==> src/rtl/era_pkg.sv <==
// ----------------------------------------------------------------------------
// era_pkg
// Types and constants shared by the echo reply accounting block.
// ----------------------------------------------------------------------------
package era_pkg;

   // Configuration register indexes.
   localparam int CSR_INDEX_BITS = 2;
   localparam logic [CSR_INDEX_BITS-1:0] REG_IDENTIFIER     = 2'd0;
   localparam logic [CSR_INDEX_BITS-1:0] REG_PAYLOAD_LENGTH = 2'd1;
   localparam logic [CSR_INDEX_BITS-1:0] REG_TIMING_ON      = 2'd2;

   localparam logic [15:0] IDENTIFIER_RESET     = 16'd0;
   localparam logic [15:0] PAYLOAD_LENGTH_RESET = 16'd56;
   localparam logic [16:0] ICMP_HEADER_BYTES    = 17'd8;

   // Request opcodes.
   localparam logic OP_SEND    = 1'b0;
   localparam logic OP_RECEIVE = 1'b1;

   localparam logic [7:0] ICMP_ECHO_REPLY = 8'd0;

   // Time arithmetic.
   localparam logic [21:0] USEC_PER_SEC   = 22'd1000000;
   localparam logic [48:0] TICKS_PER_SEC  = 49'd10000;
   // Division by 100 as multiply by ceil(2^28 / 100), exact below 2^21.
   localparam logic [21:0] DIV100_MUL     = 22'd2684355;
   localparam int          DIV100_SHIFT   = 28;

   typedef enum logic [2:0] {
      ST_SENT    = 3'd0,
      ST_NEW     = 3'd1,
      ST_DUP     = 3'd2,
      ST_SHORT   = 3'd3,
      ST_FOREIGN = 3'd4
   } status_type;

   // Operands of the round trip computation.
   typedef struct packed {
      logic [33:0] sec_diff;   // two's complement seconds after borrow
      logic [20:0] usec_mag;   // magnitude of the microsecond difference
      logic        usec_neg;   // sign of the microsecond difference
   } trip_arg_type;

   typedef struct packed {
      logic [31:0] min_trip;
      logic [31:0] max_trip;
      logic [47:0] sum_trip;
   } stats_type;

endpackage

==> src/rtl/era_bitmap.sv <==
// ----------------------------------------------------------------------------
// era_bitmap
// Duplicate window: one bit per sequence slot in a synchronous RAM, with a
// clearing sweep after reset and forwarding of a same-cycle write.
// ----------------------------------------------------------------------------
module era_bitmap
   import era_pkg::*;
#(
   parameter int DUP_WINDOW = 1024
)(
   input  logic                          clock,
   input  logic                          reset,
   input  logic                          rd_en,
   input  logic [$clog2(DUP_WINDOW)-1:0] rd_addr,
   input  logic                          wr_en,
   input  logic [$clog2(DUP_WINDOW)-1:0] wr_addr,
   input  logic                          wr_data,
   output logic                          seen,
   output logic                          busy
);

   localparam int SLOT_BITS = $clog2(DUP_WINDOW);

   logic                 mem [DUP_WINDOW];
   logic                 rd_data_ff;
   logic                 fwd_hit_ff;
   logic                 fwd_data_ff;
   logic                 busy_ff;
   logic [SLOT_BITS-1:0] clr_addr_ff;

   always_ff @(posedge clock) begin
      if (busy_ff) begin
         mem[clr_addr_ff] <= 1'b0;
      end else if (wr_en) begin
         mem[wr_addr] <= wr_data;
      end
      if (rd_en) begin
         rd_data_ff <= mem[rd_addr];
      end
   end

   // A write landing on the edge of the read is not seen by the RAM output.
   always_ff @(posedge clock) begin
      if (rd_en) begin
         fwd_hit_ff  <= wr_en && (wr_addr == rd_addr);
         fwd_data_ff <= wr_data;
      end
   end

   always_ff @(posedge clock) begin
      if (reset) begin
         busy_ff     <= 1'b1;
         clr_addr_ff <= '0;
      end else if (busy_ff) begin
         clr_addr_ff <= clr_addr_ff + SLOT_BITS'(1);
         if (clr_addr_ff == SLOT_BITS'(DUP_WINDOW - 1)) begin
            busy_ff <= 1'b0;
         end
      end
   end

   assign seen = fwd_hit_ff ? fwd_data_ff : rd_data_ff;
   assign busy = busy_ff;

endmodule

==> src/rtl/era_trip.sv <==
// ----------------------------------------------------------------------------
// era_trip
// Two-stage round trip unit: scale seconds and divide microseconds by 100,
// then add and clamp the result to 32 bits.
// ----------------------------------------------------------------------------
module era_trip
   import era_pkg::*;
(
   input  logic         clock,
   input  logic         load_mul,
   input  logic         load_sum,
   input  trip_arg_type arg,
   output logic [31:0]  trip
);

   logic [48:0] sec_part_ff;
   logic [42:0] usec_prod_ff;
   logic        usec_neg_ff;
   logic [31:0] trip_ff;

   logic [48:0] sec_ext;
   logic [48:0] usec_quot;
   logic [48:0] total;
   logic [31:0] trip_in;

   assign sec_ext = {{15{arg.sec_diff[33]}}, arg.sec_diff};

   always_ff @(posedge clock) begin
      if (load_mul) begin
         sec_part_ff  <= sec_ext * TICKS_PER_SEC;
         usec_prod_ff <= 43'(arg.usec_mag) * 43'(DIV100_MUL);
         usec_neg_ff  <= arg.usec_neg;
      end
   end

   always_comb begin
      usec_quot = 49'(usec_prod_ff[42:DIV100_SHIFT]);
      total     = usec_neg_ff ? (sec_part_ff - usec_quot) : (sec_part_ff + usec_quot);
      if (total[48]) begin
         trip_in = '0;
      end else if (|total[47:32]) begin
         trip_in = '1;
      end else begin
         trip_in = total[31:0];
      end
   end

   always_ff @(posedge clock) begin
      if (load_sum) begin
         trip_ff <= trip_in;
      end
   end

   assign trip = trip_ff;

endmodule

==> src/rtl/era_stats.sv <==
// ----------------------------------------------------------------------------
// era_stats
// Minimum, maximum and saturating sum of the measured round trips.
// ----------------------------------------------------------------------------
module era_stats
   import era_pkg::*;
(
   input  logic        clock,
   input  logic        reset,
   input  logic        commit,
   input  logic        upd_en,
   input  logic [31:0] trip,
   output stats_type   nxt
);

   stats_type   stats_ff;
   logic [48:0] sum_wide;

   assign sum_wide = {1'b0, stats_ff.sum_trip} + 49'(trip);

   always_comb begin
      nxt = stats_ff;
      if (upd_en) begin
         nxt.sum_trip = sum_wide[48] ? '1 : sum_wide[47:0];
         if (trip < stats_ff.min_trip) begin
            nxt.min_trip = trip;
         end
         if (trip > stats_ff.max_trip) begin
            nxt.max_trip = trip;
         end
      end
   end

   always_ff @(posedge clock) begin
      if (reset) begin
         stats_ff.min_trip <= '1;
         stats_ff.max_trip <= '0;
         stats_ff.sum_trip <= '0;
      end else if (commit) begin
         stats_ff <= nxt;
      end
   end

endmodule

==> src/rtl/echo_reply_accounting.sv <==
// ----------------------------------------------------------------------------
// echo_reply_accounting
// Echo request/reply accounting: sequence numbering, duplicate detection and
// round trip statistics.
// ----------------------------------------------------------------------------
// Usage: each req_ item is either a send event (req_opcode 0) or a received
// packet (req_opcode 1). Every item produces exactly one rsp_ item, in order,
// carrying the status, the sequence number, the trip time and a snapshot of
// all counters and statistics after that item.
// The csr_ channel writes identifier, payload length and timing enable; it is
// always ready and should only be used while no item is in flight.
// Timing: a five-stage pipeline (input, slot reduce, bitmap RAM read-modify-
// write, trip add and clamp, output register). One item per cycle is
// sustained while rsp_ready is high; the bitmap RAM does one read and one
// write per cycle with same-slot forwarding.
// Reset: the counters and statistics clear at once, then the duplicate window
// is swept clear one slot per cycle, with req_ready low.
// Backpressure: when rsp_ready is low, items keep entering until every stage
// holds one; the result in the output register stays unchanged until taken.
// ----------------------------------------------------------------------------
module echo_reply_accounting
   import era_pkg::*;
#(
   parameter int DUP_WINDOW = 1024
)(
   input  logic                      clock,
   input  logic                      reset,
   // Request channel.
   input  logic                      req_valid,
   output logic                      req_ready,
   input  logic                      req_opcode,
   input  logic [15:0]               req_packet_length,
   input  logic [7:0]                req_msg_type,
   input  logic [15:0]               req_reply_id,
   input  logic [15:0]               req_reply_seq,
   input  logic [31:0]               req_now_sec,
   input  logic [19:0]               req_now_usec,
   input  logic [31:0]               req_stamp_sec,
   input  logic [19:0]               req_stamp_usec,
   // Response channel.
   output logic                      rsp_valid,
   input  logic                      rsp_ready,
   output logic [2:0]                rsp_status,
   output logic [15:0]               rsp_sequence_res,
   output logic [31:0]               rsp_trip_time,
   output logic [31:0]               rsp_sent_total,
   output logic [31:0]               rsp_received_total,
   output logic [31:0]               rsp_repeat_total,
   output logic [31:0]               rsp_min_trip,
   output logic [31:0]               rsp_max_trip,
   output logic [47:0]               rsp_sum_trip,
   // Configuration channel.
   input  logic                      csr_valid,
   output logic                      csr_ready,
   input  logic [CSR_INDEX_BITS-1:0] csr_index,
   input  logic [15:0]               csr_data
);

   localparam int SLOT_BITS = $clog2(DUP_WINDOW);
   // Slot = seq mod DUP_WINDOW via multiply by ceil(2^32 / DUP_WINDOW).
   localparam logic [28:0] SLOT_MUL =
      29'(((64'd1 << 32) + 64'(DUP_WINDOW) - 64'd1) / 64'(DUP_WINDOW));

   // Configuration registers.
   logic [15:0] identifier_ff;
   logic [15:0] payload_length_ff;
   logic        timing_on_ff;

   // Pipeline handshake.
   logic s1_valid_ff, s2_valid_ff, s3_valid_ff, s4_valid_ff, rsp_valid_ff;
   logic rdy1, rdy2, rdy3, rdy4;
   logic mv1, mv2, mv3, mv4;
   logic accept;
   logic clearing;

   // Stage 1.
   status_type  s1_status_ff;
   logic [15:0] s1_seq_ff;
   logic        s1_timing_ff;
   logic [31:0] s1_now_sec_ff, s1_stamp_sec_ff;
   logic [19:0] s1_now_usec_ff, s1_stamp_usec_ff;
   status_type  s1_status_in;
   logic        short_pkt;

   // Stage 2.
   status_type   s2_status_ff;
   logic [15:0]  s2_seq_ff;
   logic         s2_timing_ff;
   logic [12:0]  s2_quot_ff;
   trip_arg_type s2_arg_ff;
   trip_arg_type arg_in;
   logic [20:0]  usec_diff;
   logic [21:0]  usec_adj;
   logic [21:0]  usec_abs;
   logic [44:0]  quot_prod;
   logic [31:0]  quot_scaled;
   logic [31:0]  slot_rem;
   logic [SLOT_BITS-1:0] s2_slot;

   // Stage 3.
   status_type           s3_status_ff;
   logic [15:0]          s3_seq_ff;
   logic                 s3_timing_ff;
   logic [SLOT_BITS-1:0] s3_slot_ff;
   logic                 is_send3, is_reply3, seen;
   status_type           s3_status_res;
   logic [15:0]          s3_seq_res;
   logic                 bm_rd_en, bm_wr_en;
   logic [SLOT_BITS-1:0] bm_wr_addr;

   // Counters.
   logic [31:0]          tx_count_ff, rx_count_ff, dup_count_ff;
   logic [31:0]          tx_count_in, rx_count_in, dup_count_in;
   logic [SLOT_BITS-1:0] tx_slot_ff, tx_slot_in;

   // Stage 4.
   status_type  s4_status_ff;
   logic [15:0] s4_seq_ff;
   logic        s4_upd_ff;
   logic [31:0] s4_tx_ff, s4_rx_ff, s4_dup_ff;
   logic [31:0] trip;
   stats_type   stats_nxt;

   // Output register.
   status_type  rsp_status_ff;
   logic [15:0] rsp_seq_ff;
   logic [31:0] rsp_trip_ff;
   logic [31:0] rsp_tx_ff, rsp_rx_ff, rsp_dup_ff;
   stats_type   rsp_stats_ff;

   // ------------------------------------------------------------------------
   // Configuration.
   // ------------------------------------------------------------------------
   assign csr_ready = 1'b1;

   always_ff @(posedge clock) begin
      if (reset) begin
         identifier_ff     <= IDENTIFIER_RESET;
         payload_length_ff <= PAYLOAD_LENGTH_RESET;
         timing_on_ff      <= 1'b1;
      end else if (csr_valid) begin
         unique case (csr_index)
            REG_IDENTIFIER:     identifier_ff     <= csr_data;
            REG_PAYLOAD_LENGTH: payload_length_ff <= csr_data;
            REG_TIMING_ON:      timing_on_ff      <= csr_data[0];
            default: ;
         endcase
      end
   end

   // ------------------------------------------------------------------------
   // Pipeline control: a stage takes a new item when empty or moving on.
   // ------------------------------------------------------------------------
   assign rdy4 = !rsp_valid_ff || rsp_ready;
   assign rdy3 = !s4_valid_ff || rdy4;
   assign rdy2 = !s3_valid_ff || rdy3;
   assign rdy1 = !s2_valid_ff || rdy2;
   assign mv4  = s4_valid_ff && rdy4;
   assign mv3  = s3_valid_ff && rdy3;
   assign mv2  = s2_valid_ff && rdy2;
   assign mv1  = s1_valid_ff && rdy1;

   assign req_ready = (!s1_valid_ff || rdy1) && !clearing;
   assign accept    = req_valid && req_ready;

   always_ff @(posedge clock) begin
      if (reset) begin
         s1_valid_ff  <= 1'b0;
         s2_valid_ff  <= 1'b0;
         s3_valid_ff  <= 1'b0;
         s4_valid_ff  <= 1'b0;
         rsp_valid_ff <= 1'b0;
      end else begin
         if (accept) begin
            s1_valid_ff <= 1'b1;
         end else if (mv1) begin
            s1_valid_ff <= 1'b0;
         end
         if (mv1) begin
            s2_valid_ff <= 1'b1;
         end else if (mv2) begin
            s2_valid_ff <= 1'b0;
         end
         if (mv2) begin
            s3_valid_ff <= 1'b1;
         end else if (mv3) begin
            s3_valid_ff <= 1'b0;
         end
         if (mv3) begin
            s4_valid_ff <= 1'b1;
         end else if (mv4) begin
            s4_valid_ff <= 1'b0;
         end
         if (mv4) begin
            rsp_valid_ff <= 1'b1;
         end else if (rsp_ready) begin
            rsp_valid_ff <= 1'b0;
         end
      end
   end

   // ------------------------------------------------------------------------
   // Stage 1: classify the item.
   // ------------------------------------------------------------------------
   assign short_pkt = {1'b0, req_packet_length} < ({1'b0, payload_length_ff} + ICMP_HEADER_BYTES);

   always_comb begin
      priority if (req_opcode == OP_SEND) begin
         s1_status_in = ST_SENT;
      end else if (short_pkt) begin
         s1_status_in = ST_SHORT;
      end else if (req_msg_type != ICMP_ECHO_REPLY || req_reply_id != identifier_ff) begin
         s1_status_in = ST_FOREIGN;
      end else begin
         // Ours; new or repeat is decided against the bitmap later.
         s1_status_in = ST_NEW;
      end
   end

   always_ff @(posedge clock) begin
      if (accept) begin
         s1_status_ff     <= s1_status_in;
         s1_seq_ff        <= req_reply_seq;
         s1_timing_ff     <= timing_on_ff;
         s1_now_sec_ff    <= req_now_sec;
         s1_now_usec_ff   <= req_now_usec;
         s1_stamp_sec_ff  <= req_stamp_sec;
         s1_stamp_usec_ff <= req_stamp_usec;
      end
   end

   // ------------------------------------------------------------------------
   // Stage 2: time differences with borrow, and slot quotient.
   // ------------------------------------------------------------------------
   always_comb begin
      usec_diff       = {1'b0, s1_now_usec_ff} - {1'b0, s1_stamp_usec_ff};
      usec_adj        = {usec_diff[20], usec_diff} + (usec_diff[20] ? USEC_PER_SEC : 22'd0);
      usec_abs        = usec_adj[21] ? (22'd0 - usec_adj) : usec_adj;
      arg_in.sec_diff = {2'b00, s1_now_sec_ff} - {2'b00, s1_stamp_sec_ff}
                        - 34'(usec_diff[20]);
      arg_in.usec_mag = usec_abs[20:0];
      arg_in.usec_neg = usec_adj[21];
      quot_prod       = 45'(s1_seq_ff) * 45'(SLOT_MUL);
   end

   always_ff @(posedge clock) begin
      if (mv1) begin
         s2_status_ff <= s1_status_ff;
         s2_seq_ff    <= s1_seq_ff;
         s2_timing_ff <= s1_timing_ff;
         s2_arg_ff    <= arg_in;
         s2_quot_ff   <= quot_prod[44:32];
      end
   end

   assign quot_scaled = 32'(s2_quot_ff) * 32'(DUP_WINDOW);
   assign slot_rem    = 32'(s2_seq_ff) - quot_scaled;
   assign s2_slot     = slot_rem[SLOT_BITS-1:0];
   assign bm_rd_en    = mv2 && (s2_status_ff == ST_NEW);

   always_ff @(posedge clock) begin
      if (mv2) begin
         s3_status_ff <= s2_status_ff;
         s3_seq_ff    <= s2_seq_ff;
         s3_timing_ff <= s2_timing_ff;
         s3_slot_ff   <= s2_slot;
      end
   end

   // ------------------------------------------------------------------------
   // Stage 3: bitmap decision, write back and counters.
   // ------------------------------------------------------------------------
   era_bitmap #(
      .DUP_WINDOW (DUP_WINDOW)
   ) u_bitmap (
      .clock   (clock),
      .reset   (reset),
      .rd_en   (bm_rd_en),
      .rd_addr (s2_slot),
      .wr_en   (bm_wr_en),
      .wr_addr (bm_wr_addr),
      .wr_data (is_reply3),
      .seen    (seen),
      .busy    (clearing)
   );

   assign is_send3   = (s3_status_ff == ST_SENT);
   assign is_reply3  = (s3_status_ff == ST_NEW);
   assign bm_wr_en   = mv3 && (is_send3 || is_reply3);
   assign bm_wr_addr = is_send3 ? tx_slot_ff : s3_slot_ff;

   always_comb begin
      s3_status_res = s3_status_ff;
      s3_seq_res    = '0;
      if (is_send3) begin
         s3_seq_res = tx_count_ff[15:0];
      end else if (is_reply3) begin
         s3_seq_res    = s3_seq_ff;
         s3_status_res = seen ? ST_DUP : ST_NEW;
      end
      tx_count_in  = tx_count_ff + 32'(is_send3);
      rx_count_in  = rx_count_ff + 32'(is_reply3 && !seen);
      dup_count_in = dup_count_ff + 32'(is_reply3 && seen);
      // The send slot follows the 16-bit sequence modulo the window.
      if (tx_count_ff[15:0] == 16'hFFFF || tx_slot_ff == SLOT_BITS'(DUP_WINDOW - 1)) begin
         tx_slot_in = '0;
      end else begin
         tx_slot_in = tx_slot_ff + SLOT_BITS'(1);
      end
   end

   always_ff @(posedge clock) begin
      if (reset) begin
         tx_count_ff  <= '0;
         rx_count_ff  <= '0;
         dup_count_ff <= '0;
         tx_slot_ff   <= '0;
      end else if (mv3) begin
         tx_count_ff  <= tx_count_in;
         rx_count_ff  <= rx_count_in;
         dup_count_ff <= dup_count_in;
         if (is_send3) begin
            tx_slot_ff <= tx_slot_in;
         end
      end
   end

   always_ff @(posedge clock) begin
      if (mv3) begin
         s4_status_ff <= s3_status_res;
         s4_seq_ff    <= s3_seq_res;
         s4_upd_ff    <= is_reply3 && s3_timing_ff;
         s4_tx_ff     <= tx_count_in;
         s4_rx_ff     <= rx_count_in;
         s4_dup_ff    <= dup_count_in;
      end
   end

   // ------------------------------------------------------------------------
   // Round trip unit: multiplies on entry to stage 3, sum on entry to stage 4.
   // ------------------------------------------------------------------------
   era_trip u_trip (
      .clock    (clock),
      .load_mul (mv2),
      .load_sum (mv3),
      .arg      (s2_arg_ff),
      .trip     (trip)
   );

   // ------------------------------------------------------------------------
   // Stage 4: statistics and output register.
   // ------------------------------------------------------------------------
   era_stats u_stats (
      .clock  (clock),
      .reset  (reset),
      .commit (mv4),
      .upd_en (s4_upd_ff),
      .trip   (trip),
      .nxt    (stats_nxt)
   );

   always_ff @(posedge clock) begin
      if (mv4) begin
         rsp_status_ff <= s4_status_ff;
         rsp_seq_ff    <= s4_seq_ff;
         rsp_trip_ff   <= s4_upd_ff ? trip : 32'd0;
         rsp_tx_ff     <= s4_tx_ff;
         rsp_rx_ff     <= s4_rx_ff;
         rsp_dup_ff    <= s4_dup_ff;
         rsp_stats_ff  <= stats_nxt;
      end
   end

   assign rsp_valid          = rsp_valid_ff;
   assign rsp_status         = rsp_status_ff;
   assign rsp_sequence_res   = rsp_seq_ff;
   assign rsp_trip_time      = rsp_trip_ff;
   assign rsp_sent_total     = rsp_tx_ff;
   assign rsp_received_total = rsp_rx_ff;
   assign rsp_repeat_total   = rsp_dup_ff;
   assign rsp_min_trip       = rsp_stats_ff.min_trip;
   assign rsp_max_trip       = rsp_stats_ff.max_trip;
   assign rsp_sum_trip       = rsp_stats_ff.sum_trip;

endmodule

==> config.mk <==
export PLATFORM = sky130hd
export DESIGN_NAME = echo_reply_accounting
export DESIGN_NICKNAME = d
export VERILOG_FILES = /design/src/rtl/era_pkg.sv /design/src/rtl/era_bitmap.sv /design/src/rtl/era_trip.sv /design/src/rtl/era_stats.sv /design/src/rtl/echo_reply_accounting.sv
export SDC_FILE = /design/constraint.sdc
export NUM_CORES = 2
export LEC_CHECK = 0
export ABC_AREA = 0
export BUFFER_PORTS_ARGS = -buffer_cell sky130_fd_sc_hd__clkbuf_2
export CORE_ASPECT_RATIO = 0.8
export CORE_MARGIN = 1.5
export CORE_UTILIZATION = 40
export CTS_CLUSTER_SIZE = 40
export DETAILED_ROUTE_END_ITERATION = 10
export SETUP_SLACK_MARGIN = 0.1
export SYNTH_ARGS = -nofsm -noshare
export SYNTH_HDL_FRONTEND = slang
export SYNTH_HIERARCHICAL = 1
export SYNTH_SLANG_ARGS = --single-unit
==> constraint.sdc <==
create_clock -name clock -period 24.5 [get_ports clock]
set_input_delay 4.9 -clock clock [delete_from_list [all_inputs] [get_ports clock]]
set_output_delay 4.9 -clock clock [all_outputs]
set_load 0.03 [all_outputs]
==> impl_metrics.toml <==
[pwr]
powerDensity_mw_per_mm2 = 57.71
p_leak_nw = 44.65
finalPower_mw = 6.731
vdd_drop_max_v = 0.00006071

[critical_path]
cp_top_family = "simple AND/OR/NAND/NOR gates"
cp-startpoint = "rsp_ready"
critPathMaxFanout = 4
worst-path-stages = 6
crit_chain = "clkbuf_2 > nor2b_1 > and2_1 > and3_1 > a21oi_1 > clkbuf_2"
required_ns = 19.60
r2r-start = "s1_stamp_usec_ff[0]"
rrSetupSlack_ns = 16.67
cp.arrival_ns = 6.29
cp_common_cell = "clkbuf_2"
start_kind = "primary input"
crit_path_end = "req_ready"
r2r_end = "s2_arg_ff[17]"
crit_buf_inv = 2
slowest_delay_ns = 0.35
worst_r2r_path_depth = 20
end_kind = "output pin"
critPathSlowestCell = "nor2b_1"
worstSetupPathType = "primary input to output pin"

[drt]
ant_nets = 0
via_per_inst = 5.529
drtPass1Iterations = 7
wl_per_cell_um = 22.92
via_count = 69680
drc = 0
drtIter0Drc = 7413
wirelength_mm = 288.9

[synthesis]
synth_compound_area_share_pct = 7.604
synth.distinct_cells = 135
synth-seq-cells = 1982
avgSynthCellArea_sq_um = 12.09
muxShareOfSynthArea_pct = 7.400
synth_top_area_share_pct = 49.05
synthArstFlopShare_pct = 0
yosys.area_share.adder_pct = 11.27
synth_common_cells = "edfxtp_1 (1715), nor2_1 (1404), inv_1 (629)"
synth_edf_count = 1715
yosysWarnings = 6
ys_seq_area_share_pct = 54.15
yosysMostFrequentCell = "edfxtp_1"
synth-simple-area-share_pct = 11.57
synth_area_sq_mm = 0.1050
synthXorXnorAreaFrac_pct = 3.586
synth_fp_nets = 9659
yosys-top-cells-area = "edfxtp_1 (49%), ha_1 (6.3%), dfxtp_1 (5.1%)"
synthCells = 8685
ys.flop_type = "edfxtp_1"
synth_top_cell_by_area = "edfxtp_1"
synth_top_family_by_area = "simple AND/OR/NAND/NOR gates"

[sta]
drv_slew = 109
period_share_pct = 45.69
timing.final.ws_setup_ns = 13.31
fin_hold_ws_ns = 0.3820
period_needed_ns = 11.19
fmax_ghz = 0.08933
setup_viol_count_final = 0
tns_ns = 0
rsz0062_at_grt = "false"
final-hold-violation-count = 0
skew_ns = 0.1071
slew_headroom_pct = -1.078
tightest_slew_ns = 1.516

[grt]
grt_pass1_vias = 67710
grt_first_pass_wirelength_mm = 428.5
grt_start_max_net_pins = 295
grt.overflow.total = 0
antenna_found_initial = 15
track_usage_pct = 21.35

[clock_tree]
cts.clk_slew.worst_paths_ns = 0.06
clock_latency_ns = 0.91
cts_buffer_depth = 4
numCtsBuffers = 203
h-tree-depth = 4
ctsResizeCount = 0
clockRootBuffer = "clkbuf_16"
post_cts_buffers = 0
cts_tree = "yes"
clock-sinks = 1982
postCtsHoldBufs = 0

[final_layout]
stdcell_area_sq_mm = 0.1166
final_util_pct = 44.61
final_cells = 12600
drive_gt1_share_pct = 13.76
fin_nets = 9937
area_growth_pct = 11.10

[worst_hold_path]
hold_class = "flop to flop"

[place]
dp.cells = 12240
dp_slack_ns = 13.31
gp_congestion = 0.8699
port_buffers = 444
placed_area_sq_mm = 0.1102
place_hpwl_mm = 190.8

[floorplan]
die_y_um = 461.2
start_util_pct = 40.15
ios = 446
die_x_um = 575.8
die_area_sq_mm = 0.2656
rows = 168
core_area_sq_mm = 0.2615

[outcome]
status = "complete, but fails checks"
violations = "max-slew violations"

[flow_run]
drv_cap = 0
layer usage:
layer  global-route usage (%)  wire (um)  vias to the layer above
li1                         -          -                    31630
met5                        0         36                        -
met3                    4.059      24660                      438
met1                    30.11     126000                    35030
met2                    33.91     130700                     2570
met4                    5.249       7458                        6
worst reg2reg max path, cell delays in order (launching register included):
cell and delay (ns):
edfxtp_1 0.37, ha_1 0.21, fa_1 0.44, nor2b_4 0.18, o311ai_4 0.14, a2111oi_2 0.54
o221ai_1 0.26, a21oi_1 0.59, a31oi_1 0.22, o21ai_0 0.95, inv_1 0.64, ha_1 0.41
nor2b_1 0.15, mux2i_1 0.40, o21bai_1 0.27, and3_1 0.23, o221ai_1 0.35, xor2_2 0.73
o22ai_1 0.19, a31oi_1 0.20, xor2_1 0.09
cell families after synthesis:
family                     count (synthesis)
and+or+nand+nor                         2716
other                                      1
DFF                                     1982
buffers and inverters                   1106
xor gates and xnor gates                 429
adders and majority gates                790
muxes                                    477
AOI/OAI and AO/OA                       1184
final cells by class:
class	count	area (sq um)
Fill cell	23880	144900
Sequential cell	1982	56840
Multi-Input combinational cell	5597	43600
Clock buffer	260	5458
Tap cell	3485	4360
Timing Repair Buffer	548	3059
Inverter	631	2377
Clock inverter	96	932.1
Antenna cell	4	10.01
cells in the final DEF, fill, tap and decap left out, drive strengths merged, types with 55 or more instances in the layout:
| cell | n |
|---|---|
| buf | 105 |
| a21oi | 374 |
| and3 | 67 |
| fa | 259 |
| mux4 | 219 |
| nand2 | 519 |
| and2 | 70 |
| o21ai | 182 |
| mux2 | 92 |
| ha | 531 |
| xnor2 | 215 |
| or3 | 61 |
| a21o | 85 |
| clkinv | 62 |
| xor2 | 214 |
| dfxtp | 267 |
| mux2i | 166 |
| nand3 | 146 |
| a211oi | 55 |
| a31oi | 64 |
| clkbuf | 703 |
| inv | 636 |
| nand4 | 68 |
| nor2 | 1405 |
| nor3 | 129 |
| edfxtp | 1715 |
sequential cells by signal, summed over array words and instances, names as in the netlist, 45 cells and up:
signal,flops
u_bitmap/mem,1024
u_stats/stats_ff,112
rsp_sum_trip,48
s2_arg_ff,56
u_trip/sec_part_ff,45
worst min path at each step:
stage	from	endpoint	cells after the start
final	s1_timing_ff	s2_timing_ff	0
after global routing	s1_seq_ff[11]	s2_seq_ff[11]	0
after CTS	s4_tx_ff[15]	rsp_sent_total[15]	0
after detailed placement	s4_tx_ff[15]	rsp_sent_total[15]	0
after global placement	s2_seq_ff[10]	s3_seq_ff[10]	0
after floorplan	s4_rx_ff[0]	rsp_received_total[0]	0
report_power, final:
| part | switching (mW) | leakage [nW] | internal, mW | total, mW |
|---|---|---|---|---|
| Combinational | 0.0497 | 21.7 | 0.0214 | 0.0712 |
| Clock | 1.30 | 3.09 | 1.74 | 3.04 |
| Sequential | 0.00262 | 19.9 | 3.62 | 3.62 |
| Total | 1.36 | 44.7 | 5.37 | 6.73 |
(Power assumes the default switching activity.)
